==> src/rtl/tsq_pkg.sv <==
// Shared constants, codes and types for the two-stack queue.
`timescale 1ns / 1ps

package tsq_pkg;

  // Storage geometry.
  localparam int StackDepth = 16;
  localparam int ItemW      = 32;
  localparam int AddrW      = (StackDepth > 1) ? $clog2(StackDepth) : 1;
  localparam int CntW       = $clog2(StackDepth + 1);

  // Fixed field widths.
  localparam int CapW    = 5;
  localparam int StatusW = 2;
  localparam int CountW  = 6;
  localparam int CmpW    = (CntW > CapW) ? CntW : CapW;

  localparam logic [CapW-1:0] CapReset = CapW'(16);

  // Operation codes.
  localparam logic ModeEnq = 1'b0;
  localparam logic ModeDeq = 1'b1;

  // Result status codes.
  localparam logic [StatusW-1:0] StatusOk    = 2'd0;
  localparam logic [StatusW-1:0] StatusFull  = 2'd1;
  localparam logic [StatusW-1:0] StatusEmpty = 2'd2;

  // Sequencer states.
  typedef enum logic [4:0] {
    S_IDLE = 5'b00001,
    S_EXEC = 5'b00010,
    S_XFER = 5'b00100,
    S_POP  = 5'b01000,
    S_RESP = 5'b10000
  } tsq_state_e;

endpackage

==> src/rtl/tsq_req_if.sv <==
// Request channel: operation and item value with valid/ready handshake.
`timescale 1ns / 1ps

interface tsq_req_if import tsq_pkg::*; ();
  logic                    valid;
  logic                    ready;
  logic                    mode;
  logic signed [ItemW-1:0] item_value;

  modport source (output valid, mode, item_value, input ready);
  modport sink   (input valid, mode, item_value, output ready);
endinterface

==> src/rtl/tsq_rsp_if.sv <==
// Response channel: status, dequeued value and item count with valid/ready handshake.
`timescale 1ns / 1ps

interface tsq_rsp_if import tsq_pkg::*; ();
  logic                    valid;
  logic                    ready;
  logic [StatusW-1:0]      status;
  logic signed [ItemW-1:0] out_value;
  logic [CountW-1:0]       item_count;

  modport source (output valid, status, out_value, item_count, input ready);
  modport sink   (input valid, status, out_value, item_count, output ready);
endinterface

==> src/rtl/two_stack_queue_unit.sv <==
// Top level: FIFO queue built from a push stack and a pop stack under a small sequencer.
`timescale 1ns / 1ps
// A plain enqueue, or a refused or empty operation, passes from the decision through S_RESP
// to the output register; a dequeue from a non-empty pop stack first reads the RAM in S_POP.
// A transfer between the stacks moves one item per cycle through the RAM ports in S_XFER,
// and the operation is then decided again in S_EXEC. One transaction is in work at a time,
// so a new one is accepted only once the sequencer is back in S_IDLE.
// Reset clears both counts and sets the capacity to 16; store contents stay undefined.

module two_stack_queue_unit import tsq_pkg::*; (
  input  logic            clk_i,
  input  logic            rst_ni,
  input  logic            cfg_we_i,
  input  logic [CapW-1:0] cfg_wdata_i,
  tsq_req_if.sink         in_i,
  tsq_rsp_if.source       out_o
);

  tsq_state_e state_q, state_d;

  logic [CapW-1:0] cap_q;
  logic [CntW-1:0] push_cnt_q, push_cnt_d;
  logic [CntW-1:0] pop_cnt_q, pop_cnt_d;
  logic            pend_q, pend_d;

  logic                    mode_q;
  logic signed [ItemW-1:0] value_q;
  logic [StatusW-1:0]      res_status_q, res_status_d;
  logic signed [ItemW-1:0] res_value_q, res_value_d;

  logic                    out_valid_q, out_valid_d;
  logic [StatusW-1:0]      out_status_q;
  logic signed [ItemW-1:0] out_value_q;
  logic [CountW-1:0]       out_count_q;
  logic                    out_load;

  logic                    push_we;
  logic                    pop_we;
  logic [ItemW-1:0]        push_rdata;
  logic [ItemW-1:0]        pop_rdata;
  logic [CntW-1:0]         push_dec;
  logic [CntW-1:0]         pop_dec;

  logic                    accept;
  logic                    decide;
  logic                    cur_mode;
  logic signed [ItemW-1:0] cur_value;
  logic [CmpW-1:0]         eff_cap;
  logic                    push_full;
  logic                    out_free;
  logic [CntW:0]           total;

  assign accept   = in_i.valid && in_i.ready;
  assign in_i.ready = (state_q == S_IDLE);
  assign decide   = accept || (state_q == S_EXEC);
  assign cur_mode  = (state_q == S_IDLE) ? in_i.mode : mode_q;
  assign cur_value = (state_q == S_IDLE) ? in_i.item_value : value_q;
  assign out_free = !out_valid_q || out_o.ready;

  assign push_dec = push_cnt_q - 1'b1;
  assign pop_dec  = pop_cnt_q - 1'b1;
  assign total    = {1'b0, push_cnt_q} + {1'b0, pop_cnt_q};

  // Effective capacity: zero acts as one, large values clamp to the stack depth.
  always_comb begin
    if (cap_q == '0) begin
      eff_cap = CmpW'(1);
    end else if (CmpW'(cap_q) > CmpW'(StackDepth)) begin
      eff_cap = CmpW'(StackDepth);
    end else begin
      eff_cap = CmpW'(cap_q);
    end
  end

  assign push_full = CmpW'(push_cnt_q) >= eff_cap;

  // Stack storage.
  tsq_ram #(.WIDTH(ItemW), .DEPTH(StackDepth)) u_push_ram (
    .clk_i   (clk_i),
    .we_i    (push_we),
    .waddr_i (push_cnt_q[AddrW-1:0]),
    .wdata_i (cur_value),
    .raddr_i (push_dec[AddrW-1:0]),
    .rdata_o (push_rdata)
  );

  tsq_ram #(.WIDTH(ItemW), .DEPTH(StackDepth)) u_pop_ram (
    .clk_i   (clk_i),
    .we_i    (pop_we),
    .waddr_i (pop_cnt_q[AddrW-1:0]),
    .wdata_i (push_rdata),
    .raddr_i (pop_dec[AddrW-1:0]),
    .rdata_o (pop_rdata)
  );

  // Sequencer: decide, transfer, pop read and result hand-off.
  always_comb begin
    state_d      = state_q;
    push_cnt_d   = push_cnt_q;
    pop_cnt_d    = pop_cnt_q;
    pend_d       = 1'b0;
    res_status_d = res_status_q;
    res_value_d  = res_value_q;
    push_we      = 1'b0;
    pop_we       = 1'b0;
    out_load     = 1'b0;

    case (state_q)
      S_IDLE, S_EXEC: begin
        if (decide) begin
          res_status_d = StatusOk;
          res_value_d  = '0;
          if (cur_mode == ModeEnq) begin
            if (push_full && (pop_cnt_q != '0)) begin
              res_status_d = StatusFull;
              state_d      = S_RESP;
            end else if (push_full) begin
              state_d = S_XFER;
            end else begin
              push_we    = 1'b1;
              push_cnt_d = push_cnt_q + 1'b1;
              state_d    = S_RESP;
            end
          end else begin
            if (total == '0) begin
              res_status_d = StatusEmpty;
              state_d      = S_RESP;
            end else if (pop_cnt_q == '0) begin
              state_d = S_XFER;
            end else begin
              pop_cnt_d = pop_dec;
              state_d   = S_POP;
            end
          end
        end
      end
      S_XFER: begin
        // Read the push top each cycle; write the previous read into the pop stack.
        if (push_cnt_q != '0) begin
          push_cnt_d = push_dec;
          pend_d     = 1'b1;
        end
        if (pend_q) begin
          pop_we    = 1'b1;
          pop_cnt_d = pop_cnt_q + 1'b1;
        end
        if ((push_cnt_q == '0) && !pend_q) begin
          state_d = S_EXEC;
        end
      end
      S_POP: begin
        res_value_d = pop_rdata;
        state_d     = S_RESP;
      end
      S_RESP: begin
        if (out_free) begin
          out_load = 1'b1;
          state_d  = S_IDLE;
        end
      end
      default: begin
        state_d = S_IDLE;
      end
    endcase
  end

  // Output register valid tracking.
  always_comb begin
    out_valid_d = out_valid_q;
    if (out_o.ready) begin
      out_valid_d = 1'b0;
    end
    if (out_load) begin
      out_valid_d = 1'b1;
    end
  end

  // Control state.
  always_ff @(posedge clk_i or negedge rst_ni) begin
    if (!rst_ni) begin
      state_q     <= S_IDLE;
      cap_q       <= CapReset;
      push_cnt_q  <= '0;
      pop_cnt_q   <= '0;
      pend_q      <= 1'b0;
      out_valid_q <= 1'b0;
    end else begin
      state_q     <= state_d;
      push_cnt_q  <= push_cnt_d;
      pop_cnt_q   <= pop_cnt_d;
      pend_q      <= pend_d;
      out_valid_q <= out_valid_d;
      if (cfg_we_i) begin
        cap_q <= cfg_wdata_i;
      end
    end
  end

  // Payload registers.
  always_ff @(posedge clk_i) begin
    if (accept) begin
      mode_q  <= in_i.mode;
      value_q <= in_i.item_value;
    end
    res_status_q <= res_status_d;
    res_value_q  <= res_value_d;
    if (out_load) begin
      out_status_q <= res_status_q;
      out_value_q  <= res_value_q;
      out_count_q  <= CountW'(total);
    end
  end

  assign out_o.valid      = out_valid_q;
  assign out_o.status     = out_status_q;
  assign out_o.out_value  = out_value_q;
  assign out_o.item_count = out_count_q;

`ifndef SYNTHESIS
  // Neither stack count ever passes the stack depth.
  a_cnt_bound: assert property (@(posedge clk_i) disable iff (!rst_ni)
    (push_cnt_q <= CntW'(StackDepth)) && (pop_cnt_q <= CntW'(StackDepth)))
    else $error("stack count above depth");

  // A pending transfer read lands in the pop stack on the next cycle.
  a_xfer_step: assert property (@(posedge clk_i) disable iff (!rst_ni)
    (state_q == S_XFER && pend_q) |=> (pop_cnt_q == $past(pop_cnt_q) + 1'b1))
    else $error("transfer did not advance pop stack");

  // An empty result reports no items and a zero value.
  a_empty_rsp: assert property (@(posedge clk_i) disable iff (!rst_ni)
    (out_valid_q && out_status_q == StatusEmpty) |->
      (out_count_q == '0 && out_value_q == '0))
    else $error("empty result with nonzero count or value");
`endif

endmodule

==> src/rtl/tsq_ram.sv <==
// Generic single-write, single-read RAM with registered read data.
`timescale 1ns / 1ps

module tsq_ram #(
  parameter int WIDTH = 32,
  parameter int DEPTH = 16
) (
  input  logic                                       clk_i,
  input  logic                                       we_i,
  input  logic [((DEPTH > 1) ? $clog2(DEPTH) : 1)-1:0] waddr_i,
  input  logic [WIDTH-1:0]                           wdata_i,
  input  logic [((DEPTH > 1) ? $clog2(DEPTH) : 1)-1:0] raddr_i,
  output logic [WIDTH-1:0]                           rdata_o
);

  logic [WIDTH-1:0] mem_q [DEPTH];
  logic [WIDTH-1:0] rdata_q;

  // Write port and registered read port.
  always_ff @(posedge clk_i) begin
    if (we_i) begin
      mem_q[waddr_i] <= wdata_i;
    end
    rdata_q <= mem_q[raddr_i];
  end

  assign rdata_o = rdata_q;

endmodule

==> src/flat_wrapper.sv <==
// flat-port wrapper written by rule: the top's interface ports become plain ports
module two_stack_queue_unit_flat import tsq_pkg::*;
  (clk_i, rst_ni, cfg_we_i, cfg_wdata_i, in_i_valid, in_i_mode, in_i_item_value, in_i_ready, out_o_valid, out_o_status, out_o_out_value, out_o_item_count, out_o_ready);
  tsq_req_if in_i_i ();
  tsq_rsp_if out_o_i ();
  input  logic clk_i;
  input  logic rst_ni;
  input  logic cfg_we_i;
  input  logic [CapW-1:0] cfg_wdata_i;
  input wire logic [$bits(in_i_i.valid)-1:0] in_i_valid;
  input wire logic [$bits(in_i_i.mode)-1:0] in_i_mode;
  input wire logic [$bits(in_i_i.item_value)-1:0] in_i_item_value;
  output wire logic [$bits(in_i_i.ready)-1:0] in_i_ready;
  output wire logic [$bits(out_o_i.valid)-1:0] out_o_valid;
  output wire logic [$bits(out_o_i.status)-1:0] out_o_status;
  output wire logic [$bits(out_o_i.out_value)-1:0] out_o_out_value;
  output wire logic [$bits(out_o_i.item_count)-1:0] out_o_item_count;
  input wire logic [$bits(out_o_i.ready)-1:0] out_o_ready;
  assign in_i_i.valid = in_i_valid;
  assign in_i_i.mode = in_i_mode;
  assign in_i_i.item_value = in_i_item_value;
  assign in_i_ready = in_i_i.ready;
  assign out_o_valid = out_o_i.valid;
  assign out_o_status = out_o_i.status;
  assign out_o_out_value = out_o_i.out_value;
  assign out_o_item_count = out_o_i.item_count;
  assign out_o_i.ready = out_o_ready;
  two_stack_queue_unit u_core (.clk_i(clk_i), .rst_ni(rst_ni), .cfg_we_i(cfg_we_i), .cfg_wdata_i(cfg_wdata_i), .in_i(in_i_i), .out_o(out_o_i));
endmodule
==> config.mk <==
export PLATFORM = sky130hd
export DESIGN_NAME = two_stack_queue_unit_flat
export DESIGN_NICKNAME = d
export VERILOG_FILES = /design/src/rtl/tsq_pkg.sv /design/src/rtl/tsq_req_if.sv /design/src/rtl/tsq_rsp_if.sv /design/src/rtl/two_stack_queue_unit.sv /design/src/rtl/tsq_ram.sv /design/src/flat_wrapper.sv
export SDC_FILE = /design/constraint.sdc
export NUM_CORES = 1
export LEC_CHECK = 0
export BUFFER_PORTS_ARGS = -buffer_cell sky130_fd_sc_hd__buf_4
export CELL_PAD_IN_SITES_DETAIL_PLACEMENT = 1
export CELL_PAD_IN_SITES_GLOBAL_PLACEMENT = 1
export CORE_UTILIZATION = 30
export DETAILED_ROUTE_END_ITERATION = 7
export GPL_ROUTABILITY_DRIVEN = 0
export MAX_ROUTING_LAYER = met4
export PLACE_DENSITY_LB_ADDON = 0.1
export SLEW_MARGIN = 5
export SYNTH_ARGS = -nofsm -noshare
export SYNTH_HDL_FRONTEND = slang
export SYNTH_SLANG_ARGS = --single-unit
==> constraint.sdc <==
create_clock -name clk_i -period 8 [get_ports clk_i]
set_clock_uncertainty 0.05 [all_clocks]
set_input_delay 2 -clock clk_i [delete_from_list [all_inputs] [get_ports clk_i]]
set_output_delay 2 -clock clk_i [all_outputs]
set_load 0.02 [all_outputs]
== Word-level counts from Yosys, hierarchy flattened ==
Memory sizes are Yosys's and may differ from the RTL's. A register that Yosys moved wholly into a read port is not among the register bits.
Index checks and enable logic that the tools add are counted.

* Bits in registers: 129
* RAM bits: 1024
* Input bits: 43
* Output and inout bits: 42
* Memories kept: 2

* Add/sub/neg operators: 5
* Order comparisons: 2
* Equal/unequal tests: 16
* Mux-type cells: 47
* Reductions and logical operators: 22

{| class="wikitable"
|+ Memory list
! name !! words !! width !! rd ports !! clocked after memory_dff !! write ports !! RTL line !! text
|-
| u_core.u_pop_ram.mem_q || 16 || 32 || 1 || 1 || 1 || tsq_ram.sv:16 || <nowiki>logic [WIDTH-1:0] mem_q [DEPTH];</nowiki>
|-
| u_core.u_push_ram.mem_q || 16 || 32 || 1 || 1 || 1 || tsq_ram.sv:16 ||
|}

{| class="wikitable"
|+ Operator list
! kind !! count
|-
| two-way mux 5 bit || 19
|-
| two-way mux 32 bit || 2
|-
| one-hot mux 32 bit (2 select lines) || 1
|-
| one-hot mux 5 bit (2 select lines) || 2
|-
| one-hot mux 5 bit (4 select lines) || 1
|-
| two-way mux 1 bit || 19
|-
| zero test 5 bit || 3
|-
| != test 2 x 1 -> 1 bit, second input constant || 6
|-
| AND reduction 6 bit || 2
|-
| adder 5 x 1 -> 5 bit, second input constant || 2
|-
| != test 2 bit, second input constant || 5
|-
| nonzero test 5 bit || 2
|-
| subtractor 5 x 1 -> 5 bit, second input constant || 2
|-
| adder 5 x 5 -> 6 bit || 1
|-
| zero test 6 bit || 1
|-
| nonzero test 2 bit || 3
|-
| == test 5 x 1 -> 1 bit, second input constant || 1
|-
| == test 5 x 2 -> 1 bit, second input constant || 1
|-
| == test 5 x 3 -> 1 bit, second input constant || 1
|-
| == test 5 x 4 -> 1 bit, second input constant || 1
|-
| == test 5 bit, second input constant || 1
|-
| >= comparator 5 bit || 1
|-
| > comparator 5 bit, second input constant || 1
|-
| two-way mux 2 bit || 2
|-
| 7 further kinds || 12
|}

== Depth between registers and ports, before layout ==
Gate-level depths: netlist of run 1.

* Depth after elaboration: 11
* Gate-level depth with buffers: 11
* Gate-level depth less buffers: 10

== By module ==
From an unflattened synthesis of run 1, not the netlist that was laid out.

* Cells, all modules: 2044
* Area, all modules: 45247.1 um^2

{| class="wikitable"
|+ Modules (own cells, without submodules)
! module !! times used !! cells an instance !! area an instance (um^2) !! sequential area each (um^2)
|-
| tsq_ram || 2 || 838 || 19835.3 || 16015.4
|-
| two_stack_queue_unit || 1 || 368 || 5576.6 || 3766.1
|}

== Worst setup path before layout of run 1 ==
Ideal clock, no wire load.

* Path type: input -> register
* Start: input in_i_valid
* End: memory u_core.u_push_ram.mem_q[0][0], enable pin
* Setup time: 0.513 ns
* Arrival: 5.956 ns
* Required time: 7.437 ns
* Path slack: 1.481 ns
* Stages on the path: 4
* Buffers on the path: 0
* Cells stage by stage: a21oi_1 nor2b_1 nand3_1 nor4b_1

* Cells in the longest elaborated chain, start to end: 6

{| class="wikitable"
|+ Ends and longest elaborated chain
! item !! RTL line !! text
|-
| start: declaration || flat_wrapper.sv:10 || <nowiki>input wire logic [$bits(in_i_i.valid)-1:0] in_i_valid;</nowiki>
|-
| logical AND 1 bit || two_stack_queue_unit.sv:53 || <nowiki>assign accept = in_i.valid && in_i.ready;</nowiki>
|-
| logical OR 1 bit || two_stack_queue_unit.sv:55 || <nowiki>assign decide = accept || (state_q == S_EXEC);</nowiki>
|-
| two-way mux 1 bit || two_stack_queue_unit.sv:110 || <nowiki>if (decide) begin</nowiki>
|-
| two-way mux 1 bit || two_stack_queue_unit.sv:108 || <nowiki>case (state_q)</nowiki>
|-
| two-way mux 1 bit || tsq_ram.sv:21 || <nowiki>if (we_i) begin</nowiki>
|-
| two-way mux 1 bit (not written as such) || tsq_ram.sv:22 || <nowiki>mem_q[waddr_i] <= wdata_i;</nowiki>
|-
| end: declaration || tsq_ram.sv:16 ||
|}

Every way passes these cells.

== Worst setup path after layout of run 1 ==
* Start: register u_core.push_cnt_q[0]
* End: memory u_core.u_push_ram.mem_q[7][18], enable pin

* Cells in the longest elaborated chain, start to end: 8
* Elaborated cells between the ends (all ways): 9
* Classes of those cells: order compare: 1; mux: 7; reduce/logical: 1

{| class="wikitable"
|+ Ends and longest elaborated chain
! item !! RTL line !! text
|-
| start: declaration || two_stack_queue_unit.sv:22 || <nowiki>logic [CntW-1:0] push_cnt_q, push_cnt_d;</nowiki>
|-
| start signal: assignment || two_stack_queue_unit.sv:189 || <nowiki>push_cnt_q <= push_cnt_d;</nowiki>
|-
| >= comparator 5 bit || two_stack_queue_unit.sv:75 || <nowiki>assign push_full = CmpW'(push_cnt_q) >= eff_cap;</nowiki>
|-
| two-way mux 1 bit / logical AND 1 bit (equally long branches) || two_stack_queue_unit.sv:117, two_stack_queue_unit.sv:114 ||
|-
| two-way mux 1 bit || two_stack_queue_unit.sv:114 || <nowiki>if (push_full && (pop_cnt_q != '0)) begin</nowiki>
|-
| two-way mux 1 bit || two_stack_queue_unit.sv:113 || <nowiki>if (cur_mode == ModeEnq) begin</nowiki>
|-
| two-way mux 1 bit || two_stack_queue_unit.sv:110 ||
|-
| two-way mux 1 bit || two_stack_queue_unit.sv:108 ||
|-
| two-way mux 1 bit || tsq_ram.sv:21 ||
|-
| two-way mux 1 bit (not written as such) || tsq_ram.sv:22 ||
|}

Several ways; a longest one is shown, not always the timed one.

==> flow_metrics.tcl, run 1 <==
set metrics [dict create \
    status "finished clean" \
    critical_path_class "register to register" \
    cp_max_fo 41 \
    crit_buf_inv 2 \
    vias 19900 \
    viasPerCell 4.67 \
    clockRootBuffer "clkbuf_16" \
    grt_pass1_wl_mm 162 \
    drcViolationCount 0 \
    yosysSeqAreaShare 0.789 \
    multiInputGateArea_um2 9320 \
    grt_antenna_before_repair 7 \
    finalCritPeriodShare 0.563 \
    grt_use_total 0.154 \
    gr-total-overflow 0 \
    postSynthCellCount 1951 \
    wire_per_inst_um 26.0 \
    peakVddDrop_v 0.000413 \
    drive_above_1_share 0.317 \
    dieArea_um2 153000 \
    critPathRequiredTime_ns 8.30 \
    yosysMostFrequentCell "edfxtp_1" \
    synth_flop_cell "edfxtp_1" \
    nFillCells 14500 \
    grt_pass1_vias 22400 \
    path_cells "inv_1, ha_1, inv_1, a21oi_1, a211oi_1, nand3_1, nor3b_2, and2_2" \
    synthesis.area_um2 45300 \
    crit_arrival_ns 4.80 \
    p_per_area_nw_per_um2 412 \
    post-cts-setup-buffers 0 \
    path_common_cell "inv_1" \
    p_total_mw 21.9 \
    fin_nets 2191 \
    slowest_delay_ns 0.98 \
    slew_headroom 0.238 \
    worst_pin_slew_ns 1.14 \
    cts_tree "yes" \
    insertion_delay_ns 0.74 \
    fp.dieW_um 391 \
    dpl.hpwl_mm 60.9 \
    io_pins 85 \
    layout-area-overhead-vs-synth_pct 17.3 \
    ys_seq_elements 1217 \
    routed_wl_mm 111 \
    drv_slew 0 \
    drt_pass1_iterations 4 \
    port_buffers 84 \
    yosysWarningCount 0 \
    die_y_um 391 \
    synth_area_leaders "edfxtp_1, mux4_2, dfxtp_1, dfrtp_1, nand2_1" \
    cts.sinks 1217 \
    leakage_nw 16.9 \
    synth_edf_count 1131 \
    htree_levels 4 \
    critPathCaptureType "register" \
    period_needed_ns 4.50 \
    worst_setup_path_start_kind "register" \
    yosysUniqueCellTypes 55 \
    setup_viol 0 \
    holdWs_ns 0.367 \
    synth_area_leader_cell "edfxtp_1" \
    rsz0062_at_grt "false" \
    hold_viol 0 \
    cts_buffers 141 \
    core_um2 150000 \
    async_flop_share 0.0181 \
    cts_buffer_depth 3 \
    ff_latch_area_um2 35800 \
    drv_cap 0 \
    tns_ns 0 \
    postRouteAntennaNets 0 \
    start_util 0.302 \
    cpLargestDelayFamily "simple AND/OR/NAND/NOR gates" \
    hold_buffers 0 \
    slowest_stage "dfrtp_4" \
    synth_common_cells "edfxtp_1, mux4_2, nand2_1, dfxtp_1, clkbuf_1" \
    avgSynthCellArea_um2 23.2 \
    grt_max_degree 97 \
    yosysTopAreaCellShare 0.749 \
    num_rows 142 \
    cts_resized 0 \
    drt_first_iter_violations 1396 \
    final_core_util 0.355 \
    synth_fp_nets 2014 \
    clk_pin_slew_worst_paths_ns 0.06 \
    min_path_type "register to register" \
    fmax_mhz 222 \
]
## where the power goes
| part | leakage [nW] | internal, mW | switching (mW) |
|---|---|---|---|
| clock network | 2.24 | 3.74 | 2.55 |
| logic | 3.65 | 2.83 | 3.59 |
| registers | 11.0 | 8.52 | 0.694 |
## state kept, by name (all words and copies together), names as in the netlist, 6 cells and up
register,count
u_core.out_o.out_value,32
u_core.value_q,32
u_core.u_push_ram.rdata_o,32
u_core.res_value_q,32
u_core.out_o.item_count,6
u_core.u_pop_ram.mem_q,512
u_core.u_push_ram.mem_q,512
u_core.u_pop_ram.rdata_o,32
## per-stage QoR
step / setup slack (ns) / cell area, um2 / cells
floorplan: 1.48 / 45300 / 1951
global placement: 3.36 / 48600 / 4001
detailed placement: 3.25 / 48600 / 4001
CTS: 3.28 / 53200 / 4259
global route: 3.04 / 53200 / 4259
finish: 3.50 / 53200 / 4263
## worst paths after layout
kind | startpoint | cells past startpoint | slack (ns) | to
hold / removal | u_core.res_value_q[2] | 0 | 0.37 | u_core.out_o.out_value[2]
min in group asynchronous | rst_ni | 1 | 1.11 | u_core.state_q[1]
setup reg to reg | u_core.push_cnt_q[0] | 8 | 3.50 | u_core.u_push_ram.mem_q[7][18]
max in group asynchronous | rst_ni | 1 | 6.49 | u_core.cap_q[4]
hold reg to reg | u_core.res_value_q[2] | 0 | 0.37 | u_core.out_o.out_value[2]
setup / recovery | u_core.push_cnt_q[0] | 8 | 3.50 | u_core.u_push_ram.mem_q[7][18]
## cell usage in the layout, fill, tap and decap left out, types with 5 or more instances in the layout
master        n
edfxtp_1   1131
mux4_2      320
clkbuf_16   149
buf_4       116
nand2_1     112
dfxtp_1      64
and2_1       33
clkbuf_1     33
clkinv_2     28
clkinv_1     19
dfrtp_1      18
nand3_1      17
nor2_4       17
ha_1         17
nor2_1       15
clkbuf_8     12
inv_1        11
xnor2_1      11
o21ai_0       9
and2_2        8
bufinv_16     7
xnor2_2       5
nor3_1        5
nand2b_1      5
## cell type report
cell class              count  share of cell area
well taps                2016              0.0474
flip-flops and latches   1217               0.673
repair buffers            119              0.0175
clock buffers             194              0.0756
clock inverters            64             0.00993
inverters                  12            0.000847
diodes                      4            0.000188
multi-input cells         637               0.175
## per-layer routing
metal / part of all wire / global-route usage
met3: 0.037 / 0.0280
met1: 0.46 / 0.205
met5: 0 / -
met2: 0.48 / 0.241
met4: 0.018 / 0.0405
## kinds of logic (layout without fill, tap and decap cells)
kind of cell	count (synthesis)	in the layout	synth area share
AOI/OAI and AO/OA	30	30	0.00444
xor gates and xnor gates	17	17	0.00345
adders and majority gates	20	20	0.00568
buffers and inverters	97	389	0.0103
DFF	1217	1217	0.789
muxes	326	326	0.160
other	0	4	0
and+or+nand+nor	244	244	0.0264
(Power assumes the default switching activity.)
==> inputs of run 2 (changes only) <==
==> constraint.sdc (replaced) <==
create_clock -name clk_i -period 3.8 [get_ports clk_i]
set_clock_uncertainty 0.05 [all_clocks]
set_input_delay 0.95 -clock clk_i [delete_from_list [all_inputs] [get_ports clk_i]]
set_output_delay 0.95 -clock clk_i [all_outputs]
set_load 0.02 [all_outputs]
==> run 2 against run 1 <==
- maximum frequency rose by 35%
- non-clock buffer count rose by 35
- first-iteration DRC count rose by 3.6%
- global-route usage rose by 0.32 points
- largest power group unchanged
- setup slack got worse by 3.0 ns
- final area rose by 0.93%
- clock-buffer cell count fell by 1
- clock power rose by 110%
- worst hold slack got worse by 0.020 ns
- sequential share of layout area fell by 0.62 points
==> flow_metrics.tcl, run 2 (synthesis gave the netlist of run 1 again) <==
set metrics [dict create \
    leakage_nw 17.1 \
    drt_pass1_iterations 5 \
    drive_above_1_share 0.318 \
    mostFrequentLayoutCells "edfxtp_1, mux4_2, clkbuf_16, buf_4, nand2_1" \
    dieArea_um2 153000 \
    cts.sinks 1217 \
    grt_use_total 0.157 \
    crit_arrival_ns 3.69 \
    layout-area-overhead-vs-synth_pct 18.4 \
    worst_pin_slew_ns 1.08 \
    fmax_mhz 300 \
    clk_pin_slew_worst_paths_ns 0.07 \
    htree_levels 4 \
    peakVddDrop_v 0.000601 \
    rsz0062_at_grt "false" \
    intPower_mw 31.8 \
    core_um2 150000 \
    layout_commonest_cell "edfxtp_1" \
    drt_first_iter_violations 1446 \
    period_needed_ns 3.33 \
    tns_ns 0 \
    status "finished clean" \
    slowest_stage "dfstp_2" \
    critPathCaptureType "register" \
    port_buffers 84 \
    min_path_type "input pin to register" \
    drcViolationCount 0 \
    cp_max_fo 15 \
    hold_depth 1 \
    viasPerCell 4.69 \
    cts_resized 0 \
    worstRegToRegCells 10 \
    cts_tree "yes" \
    p_total_mw 46.6 \
    clockRootBuffer "clkbuf_16" \
    grt_pass1_wl_mm 164 \
    gr-total-overflow 0 \
    post-cts-setup-buffers 0 \
    setup_slack_ns 0.465 \
    routed_wl_mm 114 \
    wire_per_inst_um 26.5 \
    critPathRequiredTime_ns 4.16 \
    fin_nets 2225 \
    placed_cell_area_um2 49300 \
    nFillCells 14500 \
    setup_viol 0 \
    slowest_delay_ns 0.53 \
    p_per_area_nw_per_um2 868 \
    insertion_delay_ns 0.75 \
    grt_pass1_vias 22300 \
    path_cells "inv_1, nand2_1, ha_1, a21o_1, a21o_1, a211oi_1, nand3_1, nor3b_2, and2_2, buf_4" \
    vias 20100 \
    power_frac_seq 0.412 \
    clkPwrFrac 0.277 \
    path_common_cell "a21o_1" \
    holdWs_ns 0.347 \
    critical_path_class "register to register" \
    drv_cap 0 \
    post-place-ws_ns 0.375 \
    postRouteAntennaNets 0 \
    hold_viol 0 \
    io_pins 85 \
    reg_top3 "u_core.u_pop_ram.mem_q (512), u_core.u_push_ram.mem_q (512)" \
    cts_buffer_depth 3 \
    grt_antenna_before_repair 11 \
    stdcell_area_um2 53700 \
    pwr-share-comb 0.311 \
    fp.dieW_um 391 \
    slew_headroom 0.282 \
    grt_max_degree 106 \
    finalCritPeriodShare 0.878 \
    sw_frac_of_total 0.316 \
    num_rows 142 \
    start_util 0.302 \
    worst_setup_path_start_kind "register" \
    cts_buffers 140 \
    die_y_um 391 \
    dpl.hpwl_mm 64.0 \
    p_switching_mw 14.7 \
    drv_slew 0 \
]
## run 2: what timing repair did
action / CTS / global route
setup endpoints to repair: 0 / 0
endpoints found under the hold margin: 19 / 0
hold buffers: 1 / 0
## run 2: final cells by class
| class | count | area (um2) | area share |
|---|---|---|---|
| flip-flops and latches | 1217 | 35800 | 0.667 |
| multi-input cells | 637 | 9330 | 0.174 |
| clock buffers | 193 | 3890 | 0.0725 |
| well taps | 2016 | 2520 | 0.0470 |
| repair buffers | 154 | 1580 | 0.0295 |
| clock inverters | 61 | 490 | 0.00914 |
| inverters | 12 | 45.0 | 0.000839 |
| diodes | 3 | 7.51 | 0.000140 |
## run 2: power by group through the flow
stage / sequential, mW / combinational, mW / clock [mW]
2_1_floorplan: 18.8 / 9.53 / 0
3_3_place_gp: 19.4 / 14.9 / 0
3_5_place_dp: 19.5 / 15.0 / 0
4_1_cts: 19.2 / 15.0 / 13.3
5_1_grt: 19.4 / 15.7 / 13.8
6_report: 19.2 / 14.5 / 12.9
## run 2: path summary, 6_finish.rpt
| kind | start | end | slack [ns] |
|---|---|---|---|
| max in group asynchronous | rst_ni | u_core.state_q[0] | 2.79 |
| setup / recovery | u_core.cap_q[4] | u_core.u_push_ram.mem_q[6][24] | 0.47 |
| hold / removal | in_i_item_value[24] | u_core.value_q[24] | 0.35 |
| min in group asynchronous | rst_ni | u_core.cap_q[0] | 0.59 |
| setup reg to reg | u_core.cap_q[4] | u_core.u_push_ram.mem_q[6][24] | 0.47 |
| hold reg to reg | u_core.res_value_q[29] | u_core.out_o.out_value[29] | 0.37 |
## run 2: critical path: cells and delay by family (launching register included)
kind | cells | cell delay [ns]
DFF | 1 | 0.53
and+or+nand+nor | 4 | 1.13
buffers and inverters | 2 | 0.37
adders and majority gates | 1 | 0.24
AOI/OAI and AO/OA | 3 | 0.65
## run 2: stage by stage
stage                      util  std cells
after CTS                 0.358       4290
after global routing      0.358       4290
after floorplan               -       1951
after global placement    0.329       4035
after detailed placement  0.329       4035
final                     0.358       4293
## run 2: metal layers
| layer | global-route usage | share of wire | vias to the layer above |
|---|---|---|---|
| met5 | - | 0 | - |
| met4 | 0.0385 | 0.017 | 0 |
| met3 | 0.0267 | 0.034 | 169 |
| met2 | 0.251 | 0.50 | 354 |
| met1 | 0.208 | 0.45 | 11000 |
| li1 | - | - | 8586 |
